### src/design/pem_pkg.sv
`timescale 1ns / 1ps
package pem_pkg;

    localparam int MAX_PARTICLES_DEF = 64;
    localparam int PIDX_W = 6;
    localparam int CFG_IDX_W = 8;
    localparam int SLOT_W = 6 * 32 + 16;

    localparam logic [CFG_IDX_W-1:0] CFG_AGE_RATE  = 8'd0;
    localparam logic [CFG_IDX_W-1:0] CFG_DRAG_RATE = 8'd1;
    localparam logic [CFG_IDX_W-1:0] CFG_SPAWN_INT = 8'd2;
    localparam logic [CFG_IDX_W-1:0] CFG_RISE      = 8'd3;
    localparam logic [CFG_IDX_W-1:0] CFG_SPREAD    = 8'd4;
    localparam logic [CFG_IDX_W-1:0] CFG_SEED      = 8'd5;

    typedef enum logic [3:0] {
        ST_IDLE, ST_PREP_A, ST_PREP_D, ST_RD, ST_LD, ST_MUL_V, ST_MUL_P, ST_ADD,
        ST_RNG, ST_LMUL, ST_LSET, ST_WR, ST_SPAWN, ST_EM_RD, ST_EM_LD, ST_EM_WAIT
    } state_t;

    typedef struct packed {
        logic rd_en;
        logic wr_en;
    } mem_ctl_t;

    typedef struct packed {
        logic load;
        logic step;
    } rng_ctl_t;

    function automatic logic signed [31:0] sat_s32(input logic signed [49:0] x);
        if (x > 50'sd2147483647) begin
            return 32'sh7FFFFFFF;
        end else if (x < -50'sd2147483648) begin
            return 32'sh80000000;
        end
        return x[31:0];
    endfunction

endpackage

### src/design/pem_rng.sv
`timescale 1ns / 1ps
module pem_rng (
    input  logic              aclk,
    input  logic              aresetn,
    input  pem_pkg::rng_ctl_t ctl,
    input  logic [31:0]       seed,
    output logic [31:0]       state
);
    import pem_pkg::*;

    logic [31:0] state_reg;
    logic [31:0] s0, s1, s2, state_next;

    always_comb begin
        s0 = (state_reg == 32'd0) ? 32'd1 : state_reg;
        s1 = s0 ^ (s0 << 13);
        s2 = s1 ^ (s1 >> 17);
        state_next = s2 ^ (s2 << 5);
    end

    always_ff @(posedge aclk) begin
        if (!aresetn) begin
            state_reg <= 32'd1;
        end else if (ctl.load) begin
            state_reg <= seed;
        end else if (ctl.step) begin
            state_reg <= state_next;
        end
    end

    assign state = state_reg;

endmodule

### config.mk
export PLATFORM = sky130hd
export DESIGN_NAME = pem_rng
export DESIGN_NICKNAME = d
export VERILOG_FILES = /design/src/design/pem_pkg.sv /design/src/design/pem_rng.sv
export SDC_FILE = /design/constraint.sdc
export NUM_CORES = 1
export LEC_CHECK = 0
export ABC_CLOCK_PERIOD_IN_PS = 1600
export CELL_PAD_IN_SITES_DETAIL_PLACEMENT = 1
export CELL_PAD_IN_SITES_GLOBAL_PLACEMENT = 2
export CORE_ASPECT_RATIO = 0.8
export CORE_UTILIZATION = 36
export CTS_CLUSTER_SIZE = 24
export DETAILED_ROUTE_END_ITERATION = 8
export DONT_BUFFER_PORTS = 1
export PLACE_DENSITY_LB_ADDON = 0.1
export SYNTH_ARGS = -nofsm -noshare
export SYNTH_HDL_FRONTEND = slang
export SYNTH_SLANG_ARGS = --single-unit
export TNS_END_PERCENT = 1
### constraint.sdc
create_clock -name aclk -period 1.6 [get_ports aclk]
set_input_delay 0.24 -clock aclk [delete_from_list [all_inputs] [get_ports aclk]]
set_output_delay 0.24 -clock aclk [all_outputs]
set_load 0.02 [all_outputs]
### Word-level counts from Yosys, hierarchy flattened

Index checks and enable logic that the tools add are counted.
Widths: inputs -> output; s select.

* bits of input ports: 36
* memory bits (read-only): 0
* bits in latches: 0
* flip-flop bits (word level): 32
* memories: 0
* RAM bits: 0

* eq/ne operators: 0
* bitwise operators: 3
* add/subtract/negate cells: 0
* div/mod/pow operators: 0
* multiplexer cells: 3
* magnitude comparators: 0
* reduce and logical (&&, ||, !) cells: 2
* multiply operators: 0
* shift operators: 0

Operators with widths (number)
* $mux 32: 3
* $xor 32x32->32: 2
* $logic_not 32->1: 1
* $xor 32x15->32: 1
* $reduce_bool 2->1: 1

### Depth between registers and ports, before layout

* depth in word-level cells: 7
* gate-level depth with buffers: 6

### Worst setup path before layout

OpenSTA, ideal clock, no wires.

* path kind: register to register
* start point: reg state_reg[13], in the netlist state[13]
* end point: reg state_reg[12], in the netlist state[12]
* stages on the path, launching flop included: 6
* buffers on the path: 1
* data arrival time: 1.340 ns
* required time: 1.470 ns
* setup time: 0.130 ns
* setup slack: 0.129 ns
* period minus slack after synthesis: 1.471 ns
* cells stage by stage: dfxtp_1 -> nor4_1 -> nand4_1 -> o211ai_2 -> buf_6 -> o22ai_1

* word-level cells in the longest chain between the ends: 7

Ends and longest elaborated chain
* start: declaration: line pem_rng.sv:11 `logic [31:0] state_reg;`
* start signal: assignment: line pem_rng.sv:27 `state_reg <= state_next;`
* $logic_not 32->1: line pem_rng.sv:15 `s0 = (state_reg == 32'd0) ? 32'd1 : state_reg;`
* $mux 32: line pem_rng.sv:15
* $xor 32x32->32: line pem_rng.sv:16 `s1 = s0 ^ (s0 << 13);`
* $xor 32x15->32: line pem_rng.sv:17 `s2 = s1 ^ (s1 >> 17);`
* $xor 32x32->32: line pem_rng.sv:18 `state_next = s2 ^ (s2 << 5);`
* $mux 32: line pem_rng.sv:26 `end else if (ctl.step) begin`
* $mux 32: line pem_rng.sv:24 `end else if (ctl.load) begin`

No other way between the ends. The select of a mux whose other input is x is not followed.
A chain may end at the register's enable or synchronous reset.

### Worst setup path after layout

* start point: reg state_reg[21], in the netlist state[21]
* end point: reg state_reg[11], in the netlist state[11]

The elaborated chain is that of the path after synthesis.

==> run_results.csv <==
group,metric,value,unit
finish,multi_input_comb_area,1370,um^2
power,p_int,2.09,mW
clock_tree,cts_max_path_buffers,2,
placed_design,dpl.hpwl,5220,um
power,worst_ir_drop_vdd,0.460,mV
finish,final_core_util,46.2,%
clock_tree,postCtsSetupBuffers,0,
clock_tree,path_clk_slew,0.07,ns
setup_path,worst_r2r_path_depth,5,
routing,via_count,1849,
sta,slew_violations,0,
clock_tree,cts_buffers,5,
logic_synthesis,synth.net_count,265,
power,power_frac_clock,20.6,%
status,status,"finished, final reports clean",
logic_synthesis,synth_seq_area_share,31.0,%
finish,largest_register_ffs,32,
logic_synthesis,ys_ff_latch,32,
sta,setup-violations-final,0,
sta,worstMarginPinSlew,0.554,ns
grt,globalRouteTotalUtil,24.7,%
power,power.sequential.fraction,31.2,%
sta,relSlewSlack,62.8,%
floorplan,initial_utilization,37.6,%
finish,fill_cells,635,
hold_path,whs_path_depth,1,
logic_synthesis,yosys_cell_types,30,
finish,final_common_cell,"sky130_fd_sc_hd__buf_4",
logic_synthesis,cell_type_with_the_largest_total_area_after_synthesis,"sky130_fd_sc_hd__dfxtp_1",
logic_synthesis,cells_after_synth,229,
floorplan,std_cell_rows,24,
finish,layout.area.seq,641,um^2
placed_design,numPortBuffers,0,
grt,grt_start_max_net_pins,67,
placed_design,place.gp.congestion,0.793,
routing,post_drt_wl_per_cell,20.6,um
finish,final_cell_mix,"sky130_fd_sc_hd__buf_4 (42), sky130_fd_sc_hd__xnor2_1 (39), sky130_fd_sc_hd__dfxtp_1 (32)",
finish,drive_gt1_share,24.0,%
finish,num-nets-final,298,
hold_path,hold_class,"in -> reg",
placed_design,place_ws,-0.0146,ns
setup_path,worstPathArrival,1.73,ns
grt,first_global_vias,2011,
sta,final-hold-violation-count,0,
grt,grt_antenna_before_repair,0,
setup_path,cp_max_fo,12,
grt,grt_pass1_wl,11100,um
floorplan,ios,68,
logic_synthesis,yosysTopAreaCellShare,31.0,%
finish,diodes,0,
routing,number_of_design_rule_violations_left_after_detail_routing,0,
floorplan,die_area,6050,um^2
routing,drt_first_iter_violations,72,
routing,drt_first_pass_iters,4,
setup_path,crit_path_start_kind,"flip-flop",
flow_run,cap_viol_max_count,0,
finish,growth_of_design_area_from_synthesis_to_finish,22.9,%
floorplan,die_x,86.7,um
setup_path,worstSetupPathType,"reg -> reg",
placed_design,numPlacedInstances,333,
clock_tree,clock_latency,0.29,ns
floorplan,die_h,69.8,um
sta,timing.final.ws_setup,0.0214,ns
sta,maxClockFrequency,633,MHz
logic_synthesis,synthesis.area_per_instance,9.03,um^2
clock_tree,cts-htree-levels,2,
sta,grt_setup_unrepaired,"yes",
routing,antenna_violating_nets_post_route,0,
power,combPwrFrac,48.1,%
routing,wirelength,7020,um
sta,final_period_minus_worst_setup_slack,1.58,ns
power,power-per-cell-area,1340,nW/um^2
floorplan,core-area,5500,um^2
sta,timing.clock.skew,0.00380,ns
grt,globalRouteOverflowTotal,0,
clock_tree,clock_sink_count,32,
logic_synthesis,synthesis.area,2070,um^2
setup_path,cp-end-kind,"flip-flop",
power,switching_share,38.8,%
setup_path,critPathRequiredTime,1.75,ns
routing,route.detailed.vias_per_inst,5.44,
logic_synthesis,synth.yosys.warnings,0,
power,power_switching,1.33,mW
sta,final.period_utilization,98.7,%
clock_tree,tritoncts,"done",
finish,finish.cell_count_without_fillers,340,
power,total_leakage_power,0.925,nW
clock_tree,ctsRootBufferMaster,"sky130_fd_sc_hd__clkbuf_8",
logic_synthesis,post_synth_main_area_contributors,"sky130_fd_sc_hd__dfxtp_1 (31%), sky130_fd_sc_hd__xnor2_1 (17%), sky130_fd_sc_hd__nor3b_1 (11%)",
-- layout make-up --
type | count | area share [%]
timing repair buffer | 43 | 13.2
multi-input combinational | 179 | 53.8
clock buffer | 7 | 3.79
inverter | 1 | 0.148
sequential | 32 | 25.2
tap | 78 | 3.84
-- metrics by stage --
step                hold WS (ns)  power [mW]  cell area [um^2]  setup TNS, ns
global placement           0.361        2.67              2420              0
finish                    0.0557        3.41              2540              0
CTS                       0.0568        3.43              2530              0
floorplan                  0.396        2.23              2070              0
detailed placement         0.350        2.71              2420        -0.0295
global route              0.0571        3.60              2540         -0.478
-- power groups by stage --
stage                     clock (mW)  combinational (mW)  sequential [mW]
final                          0.704                1.64             1.07
after global routing           0.751                1.78             1.08
after CTS                      0.712                1.65             1.06
after detailed placement           0                1.63             1.07
after global placement             0                1.60             1.07
after floorplan                    0                1.03             1.20
-- cells in the mapped netlist --
master	instances
sky130_fd_sc_hd__o21ai_0	4
sky130_fd_sc_hd__nand2b_1	3
sky130_fd_sc_hd__buf_2	4
sky130_fd_sc_hd__nor2_1	15
sky130_fd_sc_hd__o21ba_2	1
sky130_fd_sc_hd__nor2b_1	1
sky130_fd_sc_hd__o211a_1	1
sky130_fd_sc_hd__clkbuf_1	11
sky130_fd_sc_hd__inv_2	1
sky130_fd_sc_hd__a221oi_1	14
sky130_fd_sc_hd__a21o_1	1
sky130_fd_sc_hd__dfxtp_1	32
sky130_fd_sc_hd__o221a_2	1
sky130_fd_sc_hd__o22ai_1	13
sky130_fd_sc_hd__and2_1	1
sky130_fd_sc_hd__nand4_1	2
sky130_fd_sc_hd__nor3b_1	30
sky130_fd_sc_hd__a21oi_1	16
sky130_fd_sc_hd__buf_6	1
sky130_fd_sc_hd__buf_1	1
sky130_fd_sc_hd__xnor2_2	1
sky130_fd_sc_hd__nor4_1	8
sky130_fd_sc_hd__o211ai_2	1
sky130_fd_sc_hd__xor2_1	15
sky130_fd_sc_hd__o211ai_1	2
sky130_fd_sc_hd__o21bai_1	1
sky130_fd_sc_hd__nand2_1	2
sky130_fd_sc_hd__xor2_2	5
sky130_fd_sc_hd__xnor2_1	39
sky130_fd_sc_hd__o21a_1	2
-- logic make-up after synthesis --
logic type / synth area share, %
AOI/OAI and AO/OA: 19.0
xor gates and xnor gates: 27.6
buffers and inverters: 3.87
and+or+nand+nor: 18.5
DFF: 31.0
-- worst paths after layout --
check | start | end | slack, ns
worst min-delay path | aresetn | state[0] | 0.06
worst max register to register | state[21] | state[11] | 0.02
worst min register to register | state[5] | state[5] | 0.78
worst max-delay path | state[21] | state[11] | 0.02
-- critical path: stages (launching register included) --
cell and delay, ns:
sky130_fd_sc_hd__dfxtp_1 0.37, sky130_fd_sc_hd__nor4_2 0.37, sky130_fd_sc_hd__nand4_1 0.19, sky130_fd_sc_hd__o211ai_2 0.26, sky130_fd_sc_hd__buf_12 0.17, sky130_fd_sc_hd__o22ai_1 0.08
-- metal layers --
layer  track usage (%)  up-vias  wire (um)
li1                  -      890          -
met1              33.9      909       3450
met2              39.6       45       3230
met3              4.64        5        279
met4              6.11        0         60
met5                 0        -          0
-- what timing repair did --
action | 4_1_cts | 5_1_grt
endpoints found under the setup margin | 12 | 17
pin swaps | 0 | 0
hold buffers | 0 | 0
resized for setup | 2 | 1
No activity file was read; power rests on OpenSTA's default activity.
